==> src/hw/rtl/morse_pkg.sv <==
`default_nettype none

package morse_pkg;

   // ascii bounds of the keyed characters
   localparam logic [7:0] CHAR_DIGIT_LO  = 8'h30;
   localparam logic [7:0] CHAR_DIGIT_HI  = 8'h39;
   localparam logic [7:0] CHAR_LETTER_LO = 8'h41;
   localparam logic [7:0] CHAR_LETTER_HI = 8'h5A;
   // symbol number of 'A' (digits take symbols 0 to 9)
   localparam logic [7:0] LETTER_BASE    = 8'd10;

   localparam int unsigned NUM_SYMBOLS = 36;

   // length of the keying buffer, bounded by the 7-bit chunk index
   localparam int unsigned NUM_CHUNKS  = 110;

   typedef logic [5:0] sym_type;
   typedef logic [2:0] elem_cnt_type;
   typedef logic [4:0] dash_mask_type;
   typedef logic [1:0] upc_type;
   typedef logic [1:0] jump_type;

   // element count per symbol, digits then letters
   localparam elem_cnt_type CODE_LEN [NUM_SYMBOLS] = '{
      3'd5, 3'd5, 3'd5, 3'd5, 3'd5, 3'd5, 3'd5, 3'd5, 3'd5, 3'd5,
      3'd2, 3'd4, 3'd4, 3'd3, 3'd1, 3'd4, 3'd3, 3'd4, 3'd2, 3'd4, 3'd3, 3'd4, 3'd2,
      3'd2, 3'd3, 3'd4, 3'd4, 3'd3, 3'd3, 3'd1, 3'd3, 3'd4, 3'd3, 3'd4, 3'd4, 3'd4
   };

   // bit k set: element k (first sent is bit 0) is a dash
   localparam dash_mask_type CODE_DASH [NUM_SYMBOLS] = '{
      5'h1F, 5'h1E, 5'h1C, 5'h18, 5'h10, 5'h00, 5'h01, 5'h03, 5'h07, 5'h0F,
      5'h02, 5'h01, 5'h05, 5'h01, 5'h00, 5'h04, 5'h03, 5'h00, 5'h00, 5'h0E, 5'h05,
      5'h02, 5'h03, 5'h01, 5'h07, 5'h06, 5'h0B, 5'h02, 5'h00, 5'h01, 5'h04, 5'h08,
      5'h06, 5'h09, 5'h0D, 5'h03
   };

   // micro-program step addresses
   localparam upc_type UPC_ON    = 2'd0;
   localparam upc_type UPC_OFF   = 2'd1;
   localparam upc_type UPC_CLOSE = 2'd2;
   localparam upc_type UPC_SPARE = 2'd3;

   // jump conditions
   localparam jump_type JMP_NEXT = 2'd0;  // fall through
   localparam jump_type JMP_DASH = 2'd1;  // to target while a dash needs more on-chunks
   localparam jump_type JMP_MORE = 2'd2;  // to target while elements remain
   localparam jump_type JMP_END  = 2'd3;  // character finished

   typedef struct packed {
      logic     tone_on;   // value of the emitted chunk
      logic     last;      // closing chunk of the character
      logic     rep_inc;   // 1: count on-chunk, 0: clear repeat count
      logic     elem_inc;  // advance to next element
      jump_type jump;
      upc_type  target;
   } ucode_word_type;

   // control store
   function automatic ucode_word_type ucode_rom(input upc_type upc);
      ucode_word_type w;
      w = '{tone_on: 1'b0, last: 1'b1, rep_inc: 1'b0, elem_inc: 1'b0,
            jump: JMP_END, target: UPC_ON};
      unique case (upc)
         UPC_ON: begin
            w = '{tone_on: 1'b1, last: 1'b0, rep_inc: 1'b1, elem_inc: 1'b0,
                  jump: JMP_DASH, target: UPC_ON};
         end
         UPC_OFF: begin
            w = '{tone_on: 1'b0, last: 1'b0, rep_inc: 1'b0, elem_inc: 1'b1,
                  jump: JMP_MORE, target: UPC_ON};
         end
         UPC_CLOSE: begin
            w = '{tone_on: 1'b0, last: 1'b1, rep_inc: 1'b0, elem_inc: 1'b0,
                  jump: JMP_END, target: UPC_ON};
         end
         default: begin
            w = '{tone_on: 1'b0, last: 1'b1, rep_inc: 1'b0, elem_inc: 1'b0,
                  jump: JMP_END, target: UPC_ON};
         end
      endcase
      return w;
   endfunction

endpackage

`default_nettype wire

==> src/hw/rtl/morse_id_keying_encoder.sv <==
`default_nettype none
// channel  | ports                                    | direction
// req      | req_valid req_stall req_char_code        | in (stall out)
//          | req_first_char                           |
// rsp      | rsp_valid rsp_stall rsp_chunk_on         | out (stall in)
//          | rsp_chunk_index rsp_last_of_char         |
//
// a character is taken, then one chunk per cycle is emitted by the
// micro-program while the output is not stalled, up to 21 chunks; the next
// character is taken the cycle after the last chunk is loaded into the output register.
// a character that meets a full buffer stops without a further transfer.
// skipped or uncounted characters are taken but give no transfer.
// reset is synchronous and clears the sequencer, the character and position counters and output valid.
// rsp_stall holds the sequencer on its current step with the chunk parked.

module morse_id_keying_encoder
   import morse_pkg::*;
#(
   parameter int unsigned MAX_ID_CHARS = 5
) (
   input  wire logic       clock,
   input  wire logic       reset,
   input  wire logic       req_valid,
   output logic            req_stall,
   input  wire logic [7:0] req_char_code,
   input  wire logic       req_first_char,
   output logic            rsp_valid,
   input  wire logic       rsp_stall,
   output logic            rsp_chunk_on,
   output logic [6:0]      rsp_chunk_index,
   output logic            rsp_last_of_char
);

   localparam int unsigned CW = $clog2(MAX_ID_CHARS + 1);
   localparam int unsigned PW = $clog2(NUM_CHUNKS + 1);
   localparam logic [CW-1:0] CHARS_LIMIT = CW'(MAX_ID_CHARS);
   localparam logic [PW-1:0] POS_LIMIT   = PW'(NUM_CHUNKS);
   localparam logic [PW-1:0] POS_FINAL   = PW'(NUM_CHUNKS - 1);

   logic            busy_ff, busy_in;
   upc_type         upc_ff, upc_in;
   logic [CW-1:0]   chars_ff, chars_in;
   logic [PW-1:0]   pos_ff, pos_in;
   elem_cnt_type    len_ff, len_in;
   dash_mask_type   dash_ff, dash_in;
   elem_cnt_type    elem_ff, elem_in;
   logic [1:0]      rep_ff, rep_in;
   logic            rsp_valid_ff, rsp_valid_in;
   logic            rsp_on_ff, rsp_on_in;
   logic [6:0]      rsp_index_ff, rsp_index_in;
   logic            rsp_last_ff, rsp_last_in;

   logic            req_xfer;
   logic            out_free;
   logic            step_go;
   logic            pos_full;
   logic [CW-1:0]   chars_base;
   logic [PW-1:0]   pos_base;
   logic            is_digit, is_letter;
   logic [7:0]      sym_wide;
   sym_type         sym;
   ucode_word_type  uw;
   logic            take_jump;
   logic [3:0]      elem_next;

   assign req_stall = busy_ff;
   assign req_xfer  = req_valid && !busy_ff;
   assign out_free  = !rsp_valid_ff || !rsp_stall;
   assign step_go   = busy_ff && out_free;
   assign pos_full  = (pos_ff == POS_LIMIT);

   // character decode
   assign is_digit  = (req_char_code >= CHAR_DIGIT_LO) && (req_char_code <= CHAR_DIGIT_HI);
   assign is_letter = (req_char_code >= CHAR_LETTER_LO) && (req_char_code <= CHAR_LETTER_HI);
   assign sym_wide  = is_digit ? (req_char_code - CHAR_DIGIT_LO)
                               : (req_char_code - CHAR_LETTER_LO + LETTER_BASE);
   assign sym       = sym_wide[5:0];
   assign chars_base = req_first_char ? '0 : chars_ff;
   assign pos_base   = req_first_char ? '0 : pos_ff;

   // control word fetch and branch condition
   assign uw        = ucode_rom(upc_ff);
   assign elem_next = {1'b0, elem_ff} + 4'd1;
   always_comb begin
      case (uw.jump)
         JMP_DASH: take_jump = dash_ff[elem_ff] && (rep_ff != 2'd2);
         JMP_MORE: take_jump = elem_next < {1'b0, len_ff};
         default:  take_jump = 1'b0;
      endcase
   end

   // sequencer and datapath
   always_comb begin
      busy_in      = busy_ff;
      upc_in       = upc_ff;
      chars_in     = chars_ff;
      pos_in       = pos_ff;
      len_in       = len_ff;
      dash_in      = dash_ff;
      elem_in      = elem_ff;
      rep_in       = rep_ff;
      rsp_valid_in = rsp_valid_ff && rsp_stall;
      rsp_on_in    = rsp_on_ff;
      rsp_index_in = rsp_index_ff;
      rsp_last_in  = rsp_last_ff;

      if (req_xfer) begin
         chars_in = chars_base;
         pos_in   = pos_base;
         if (chars_base < CHARS_LIMIT) begin
            chars_in = chars_base + CW'(1);
            if (is_digit || is_letter) begin
               busy_in = 1'b1;
               upc_in  = UPC_ON;
               len_in  = CODE_LEN[sym];
               dash_in = CODE_DASH[sym];
               elem_in = '0;
               rep_in  = '0;
            end
         end
      end else if (step_go) begin
         if (pos_full) begin
            // buffer exhausted: drop the rest of the character
            busy_in = 1'b0;
         end else begin
            rsp_valid_in = 1'b1;
            rsp_on_in    = uw.tone_on;
            rsp_index_in = pos_ff[6:0];
            rsp_last_in  = uw.last || (pos_ff == POS_FINAL);
            pos_in       = pos_ff + PW'(1);
            rep_in       = uw.rep_inc ? rep_ff + 2'd1 : 2'd0;
            if (uw.elem_inc) begin
               elem_in = elem_next[2:0];
            end
            if (uw.jump == JMP_END) begin
               busy_in = 1'b0;
            end else if (take_jump) begin
               upc_in = uw.target;
            end else begin
               upc_in = upc_ff + 2'd1;
            end
         end
      end
   end

   // control registers
   always_ff @(posedge clock) begin
      if (reset) begin
         busy_ff      <= 1'b0;
         upc_ff       <= UPC_ON;
         chars_ff     <= '0;
         pos_ff       <= '0;
         rsp_valid_ff <= 1'b0;
      end else begin
         busy_ff      <= busy_in;
         upc_ff       <= upc_in;
         chars_ff     <= chars_in;
         pos_ff       <= pos_in;
         rsp_valid_ff <= rsp_valid_in;
      end
   end

   // datapath and output payload
   always_ff @(posedge clock) begin
      len_ff       <= len_in;
      dash_ff      <= dash_in;
      elem_ff      <= elem_in;
      rep_ff       <= rep_in;
      rsp_on_ff    <= rsp_on_in;
      rsp_index_ff <= rsp_index_in;
      rsp_last_ff  <= rsp_last_in;
   end

   assign rsp_valid        = rsp_valid_ff;
   assign rsp_chunk_on     = rsp_on_ff;
   assign rsp_chunk_index  = rsp_index_ff;
   assign rsp_last_of_char = rsp_last_ff;

   // checks
   // element counter reaches the length only on the closing step
   a_elem_in_range: assert property (@(posedge clock) disable iff (reset)
      busy_ff |-> (elem_ff <= len_ff))
      else $error("element counter beyond symbol length");

   // repeat count wraps to three only after the last dash chunk
   a_rep_bound: assert property (@(posedge clock) disable iff (reset)
      (busy_ff && (upc_ff == UPC_ON)) |-> (rep_ff != 2'd3))
      else $error("dash repeat count overran");

   a_last_ends_char: assert property (@(posedge clock) disable iff (reset)
      (step_go && !pos_full && uw.last) |=> !busy_ff)
      else $error("sequencer still busy after closing chunk");

   a_upc_valid: assert property (@(posedge clock) disable iff (reset)
      busy_ff |-> (upc_ff != UPC_SPARE))
      else $error("micro-program counter on unused step");

endmodule

`default_nettype wire
==> config.mk <==
export PLATFORM = sky130hd
export DESIGN_NAME = morse_id_keying_encoder
export DESIGN_NICKNAME = d
export VERILOG_FILES = /design/src/hw/rtl/morse_pkg.sv /design/src/hw/rtl/morse_id_keying_encoder.sv
export SDC_FILE = /design/constraint.sdc
export NUM_CORES = 1
export LEC_CHECK = 0
export ABC_AREA = 1
export BUFFER_PORTS_ARGS = -buffer_cell sky130_fd_sc_hd__buf_2
export CAP_MARGIN = 25
export CORE_AREA = 3 3 71 73
export DETAILED_ROUTE_END_ITERATION = 16
export DIE_AREA = 0 0 74 76
export GPL_TIMING_DRIVEN = 0
export PLACE_DENSITY = 0.79
export SLEW_MARGIN = 20
export SYNTH_ARGS = -nofsm -noshare
export SYNTH_HDL_FRONTEND = slang
export SYNTH_SLANG_ARGS = --single-unit
==> constraint.sdc <==
create_clock -name clock -period 4.43 [get_ports clock]
set_clock_uncertainty 0.2 [all_clocks]
set_input_delay 0 -clock clock [delete_from_list [all_inputs] [get_ports clock]]
set_output_delay 0 -clock clock [all_outputs]
set_load 0.01 [all_outputs]
# [Word-level counts from Yosys, hierarchy flattened]
# Memories as Yosys holds them, arrays and structs flattened. A register that Yosys moved wholly into a read port is not among the register bits.
# Cells that the tools add are included.
[totals] ff_bits=28 mem_bits_ro=512 in_bits=13 out_inout_bits=11 word_cells=102 n_memories=2
[memory_table] name="(no name shown)" words=64 width=5 rd=1 rd_ports_with_merged_regs=1 write_ports=0 line="morse_id_keying_encoder.sv:116" rtl="dash_in = CODE_DASH[sym];"
[memory_table] name="(no name shown)" words=64 width=3 rd=1 rd_ports_with_merged_regs=1 write_ports=0 line="morse_id_keying_encoder.sv:115" rtl="len_in = CODE_LEN[sym];"
[classes] n_addsub=8 magnitude_cmp=7 n_eq_ne=12 mux=37 bitwise=3 reduce_logical=23
[op_table] operator="$mux 7" n=4
[op_table] operator="$mux 3" n=8
[op_table] operator="$mux 2" n=11
[op_table] operator="$pmux 8 s2" n=1
[op_table] operator="$eq 7x7->1 const B" n=2
[op_table] operator="$mux 1" n=10
[op_table] operator="$reduce_and 5->1" n=2
[op_table] operator="$reduce_and 3->1" n=3
[op_table] operator="$ge 8x6->1 const B" n=1
[op_table] operator="$ge 8x7->1 const B" n=1
[op_table] operator="$le 8x6->1 const B" n=1
[op_table] operator="$le 8x7->1 const B" n=1
[op_table] operator="$ne 2x2->1 const B" n=4
[op_table] operator="$reduce_and 4->1" n=2
[op_table] operator="$add 7x1->7 const B" n=1
[op_table] operator="$not 6->7" n=1
[op_table] operator="$add 6x4->6 const B" n=1
[op_table] operator="$logic_and 1x1->1" n=6
[op_table] operator="$mux 6" n=1
[op_table] operator="$sub 6x1->6 const B" n=1
[op_table] operator="$sub 6x6->6 const B" n=1
[op_table] operator="$add 2x1->2 const B" n=2
[op_table] operator="$add 3x1->4 const B" n=1
[op_table] operator="$eq 2x1->1 const B" n=2
[op_table] operator="14 further kinds" n=22

# [Depth between registers and ports, before layout]
[logic_depth] word_depth=9 depth_mapped=16 depth_no_buf=16

# [Worst setup path before layout]
# OpenSTA, ideal clock, no wires.
[synth_timing] path_type="reg2reg" startpoint="reg elem_ff[0]" endpoint="reg upc_ff[0]" setup_ns=0.117 arrival_ns=1.711 required_ns=4.113 path_slack_ns=2.402 stages_incl_launch_ff=11 n_path_buf=0 period_less_slack_ns=2.028 cell_sequence="edfxtp_1 ha_1 or2_2 nand2_1 ha_1 inv_1 nor2_1 nor3_1 nor2_1 a22oi_1 nor2_1"
[synth_via] elab_cells_between_ends=11 cone_classes="1 x add/sub; 1 x order compare; 8 x mux; 1 x reduce/logical"
[synth_lines] element="start, declared" line="morse_id_keying_encoder.sv:46" rtl="elem_cnt_type elem_ff, elem_in;"
[synth_lines] element="start signal, assigned" line="morse_id_keying_encoder.sv:167" rtl="elem_ff <= elem_in;"
[synth_lines] element="$add 3x1->4" line="morse_id_keying_encoder.sv:83" rtl="assign elem_next = {1'b0, elem_ff} + 4'd1;"
[synth_lines] element="via elem_next[2]" line="morse_id_keying_encoder.sv:64" rtl="logic [3:0] elem_next;"
[synth_lines] element="$lt 4x3->1" line="morse_id_keying_encoder.sv:87" rtl="JMP_MORE: take_jump = elem_next < {1'b0, len_ff};"
[synth_lines] element="$pmux 1 s2" line="morse_id_keying_encoder.sv:85" rtl="case (uw.jump)"
[synth_lines] element="$mux 2" line="morse_id_keying_encoder.sv:137" rtl="end else if (take_jump) begin"
[synth_lines] element="$mux 2" line="morse_id_keying_encoder.sv:135" rtl="if (uw.jump == JMP_END) begin"
[synth_lines] element="$mux 2" line="morse_id_keying_encoder.sv:122" rtl="if (pos_full) begin"
[synth_lines] element="$mux 2" line="morse_id_keying_encoder.sv:121" rtl="end else if (step_go) begin"
[synth_lines] element="$mux 2" line="morse_id_keying_encoder.sv:107" rtl="if (req_xfer) begin"
[synth_lines] element="end signal, assigned" line="morse_id_keying_encoder.sv:156" rtl="upc_ff <= upc_in;"
[synth_lines] element="end, declared" line="morse_id_keying_encoder.sv:41" rtl="upc_type upc_ff, upc_in;"
# The timed path passes the listed nets, and every way through them passes these cells. The select of a mux whose other input is x is not followed.
# A chain may end at the register's enable or synchronous reset.

# [Worst setup path in the final report]
[layout_timing] startpoint="reg pos_ff[0]" endpoint="reg pos_ff[5]"
[layout_via] elab_chain_len=4 elab_cells_between_ends=7 cone_classes="1 x add/sub; 2 x eq/ne; 3 x mux; 1 x reduce/logical"
[layout_rtl] element="start, declared" line="morse_id_keying_encoder.sv:43" rtl="logic [PW-1:0] pos_ff, pos_in;"
[layout_rtl] element="start signal, assigned" line="morse_id_keying_encoder.sv:158" rtl="pos_ff <= pos_in;"
[layout_rtl] element="$add 7x1->7" line="morse_id_keying_encoder.sv:130" rtl="pos_in = pos_ff + PW'(1);"
[layout_rtl] element="$mux 7" line="morse_id_keying_encoder.sv:122"
[layout_rtl] element="$mux 7" line="morse_id_keying_encoder.sv:121"
[layout_rtl] element="$mux 7" line="morse_id_keying_encoder.sv:107"
# Parallel ways exist; a longest one is shown, timed or not. The select of a mux whose other input is x is not followed.

==> impl_metrics.json <==
{
  "cts_tree": "done",
  "slew_viol_final": 0,
  "fin_nets": 426,
  "layout_setup_ws_ns": 2.18,
  "antenna_left": 0,
  "ys_types": 32,
  "port_buffers": 23,
  "wl_per_cell_um": 13.1,
  "mostFrequentLayoutCell": "nand2_1",
  "synth_area_leaders": "edfxtp_1 25%, ha_1 14%, nand2_1 14%",
  "grt_pass1_vias": 2202,
  "rr_worst_depth": 12,
  "status": "finished clean",
  "path_buf_inv": 4,
  "track_usage_pct": 22.2,
  "busiest_layer": "met2",
  "htree_levels": 2,
  "dr.pass1.iters": 5,
  "dp_hpwl_mm": 4.35,
  "fmax_mhz": 445,
  "ir_drop_mv": 0.154,
  "cpMostUsedCell": "inv_1",
  "p_per_area_mw_per_mm2": 277,
  "use_met3_pct": 2.90,
  "avgSynthCellArea_sq_um": 7.62,
  "crit_fanout": 13,
  "grt_overflow_total": 0,
  "top_level_ports": 24,
  "fill_cells": 373,
  "dieArea_sq_mm": 0.00562,
  "clk_path_buf_depth": 2,
  "clkLatencyLatePin_ns": 0.28,
  "clock_sinks": 36,
  "stdcell_count": 437,
  "row_count": 24,
  "worst_ep_required_time_ns": 4.41,
  "synth_top_area_cell": "edfxtp_1",
  "dp_slack_ns": 1.96,
  "die_w_um": 74,
  "cts_buffers": 5,
  "ys_seq_area_share_pct": 35.3,
  "regToRegEndpoint": "pos_ff[5]$_SDFFE_PP0P_",
  "vias": 2387,
  "yosysWarnings": 0,
  "area_growth_pct": 11.8,
  "hp-class": "in -> reg",
  "drc": 0,
  "hold_viol_final": 0,
  "slew-limit-headroom_pct": 65.9,
  "crit_type": "reg -> reg",
  "grt_max_degree": 14,
  "critPathMaxStageDelay_ns": 0.43,
  "timing.final.crit_share_pct": 50.7,
  "place_area_sq_mm": 0.00285,
  "layout_common_cells": "96 x nand2_1, 44 x nand3_1, 43 x inv_1",
  "hold_end": "chars_ff[0]$_SDFFE_PP0P_",
  "drt-total-wl_mm": 5.72,
  "start_util_pct": 60.4,
  "antenna_found_initial": 0,
  "drt_iter0_drc": 140,
  "worst_path_max_delay_cell": "dfxtp_1",
  "num_antenna_cells": 0,
  "fin_area_sq_mm": 0.00298,
  "synth_top_area_share_pct": 24.8,
  "syn-num-nets": 392,
  "ys_seq_elements": 36,
  "via_per_inst": 5.46,
  "gp_congestion": 0.940,
  "rsz0062_at_grt": "no",
  "end_kind": "register",
  "met1_usage_pct": 32.4,
  "holdWs_ns": 0.0617,
  "groute.layer.met2.usage_pct": 34.1,
  "maxCapViolCount": 0,
  "setup_viol": 0,
  "critPathTopFamily": "buffers and inverters",
  "max_slew.worst_pin.slew_ns": 0.511,
  "synthesis.area_sq_mm": 0.00267,
  "grt_pass1_wl_mm": 10.1,
  "holdPathStages": 4,
  "cp.arrival_ns": 2.22,
  "dp_cells": 425,
  "clk_pin_slew_worst_paths_ns": 0.07,
  "core_sq_mm": 0.00441,
  "cp_cell_sequence": "inv_1 > ha_1 > nand2_1 > o21ai_2 > inv_1 > nor2_1 > inv_2 > nand3_1 > inv_1 > nand3_1 > nand2_1 > nor2_1",
  "tns_ns": 0,
  "reg2reg_slack_ns": 2.18,
  "hold_path_startpoint": "req_valid",
  "rr_startpoint": "pos_ff[0]$_SDFFE_PP0P_",
  "cp-start-kind": "register",
  "cts_setup_buffers": 0,
  "syn_inst": 350,
  "clockRootBuffer": "clkbuf_8",
  "p_leak_nw": 1.48,
  "drive_above_1_share_pct": 14.8,
  "fin_crit_ns": 2.25,
  "fp.dieH_um": 76
}
[worst reg2reg max path, cell delays in order (launching register included)]
cell and delay [ns]:
dfxtp_1 0.43, inv_1 0.09, ha_1 0.20, nand2_1 0.10
o21ai_2 0.08, inv_1 0.40, nor2_1 0.15, inv_2 0.14
nand3_1 0.10, inv_1 0.09, nand3_1 0.06, nand2_1 0.07
nor2_1 0.03
[kinds of logic (layout without fill, tap and decap cells)]
family / count (synthesis) / count (layout) / share of synthesized area, %
AND/OR/NAND/NOR: 197 / 197 / 34.4
buffers and inverters: 51 / 86 / 8.02
adder cells (fa/ha/maj): 29 / 29 / 13.6
XOR/XNOR: 5 / 5 / 1.64
AO/OA/AOI/OAI: 32 / 32 / 7.04
flip-flops: 36 / 36 / 35.3
[how the worst max path moves through the flow]
stage / startpoint / slack, ns / cells past startpoint / to
2_1_floorplan: elem_ff[0]$_SDFFCE_PP0P_ / 2.40 / 10 / upc_ff[0]$_SDFFE_PP0P_
3_3_place_gp: req_char_code[1] / 2.02 / 16 / dash_ff[2]$_DFFE_PP_
3_5_place_dp: req_char_code[1] / 1.96 / 16 / dash_ff[2]$_DFFE_PP_
4_1_cts: pos_ff[0]$_SDFFE_PP0P_ / 2.20 / 12 / pos_ff[5]$_SDFFE_PP0P_
5_1_grt: pos_ff[0]$_SDFFE_PP0P_ / 1.93 / 12 / pos_ff[5]$_SDFFE_PP0P_
6_report: pos_ff[0]$_SDFFE_PP0P_ / 2.18 / 12 / pos_ff[5]$_SDFFE_PP0P_
[synth_stat cells (all sizes together)]
cell,instances
nand3,46
edfxtp,22
buf,3
nand4,5
a21oi,16
inv,48
nor3,9
nor4,1
o211ai,2
o21bai,2
dfxtp,14
xor2,5
or2,3
nand2,109
nor2,23
a22oi,2
o21ai,8
ha,29
o221ai,1
nor3b,1
o22ai,1
[what timing repair did]
| item | in CTS | in global routing |
|---|---|---|
| hold endpoints to repair | 10 | 0 |
| resized for setup | 0 | 0 |
| hold buffers | 4 | 0 |
[power by group]
| group | switching [mW] | total [mW] | internal, mW |
|---|---|---|---|
| clock | 0.114 | 0.240 | 0.126 |
| sequential | 0.00541 | 0.376 | 0.371 |
| combinational | 0.136 | 0.210 | 0.0739 |
[cell type report]
type                    instances  area (sq um)  area share (%)
multi-input cells             263          1510            50.7
flip-flops and latches         36           941            31.6
inverters                      48           180            6.04
repair buffers                 27           155            5.20
clock buffers                   7          86.3            2.90
well taps                      52          65.1            2.18
plain buffers                   3          33.8            1.13
clock inverters                 1          7.51           0.252
[per-stage QoR]
step                power (mW)  util [%]
floorplan                0.537         -
global placement         0.583      64.5
detailed placement       0.588      64.5
CTS                      0.829      67.5
global route             0.880      67.5
finish                   0.826      67.5
[metal layers]
metal	vias to the layer above	wire, um
met5	-	0
met4	0	52
met3	5	245
met2	77	2790
met1	1090	2630
li1	1215	-
[flip-flops by register name, summed over array words and instances, names as in the netlist]
name	count
req_stall	1
chars_ff	3
upc_ff	2
rep_ff	2
elem_ff	3
dash_ff	5
rsp_valid	1
rsp_chunk_index	7
rsp_chunk_on	1
pos_ff	7
rsp_last_of_char	1
len_ff	3
(Power assumes the default switching activity.)
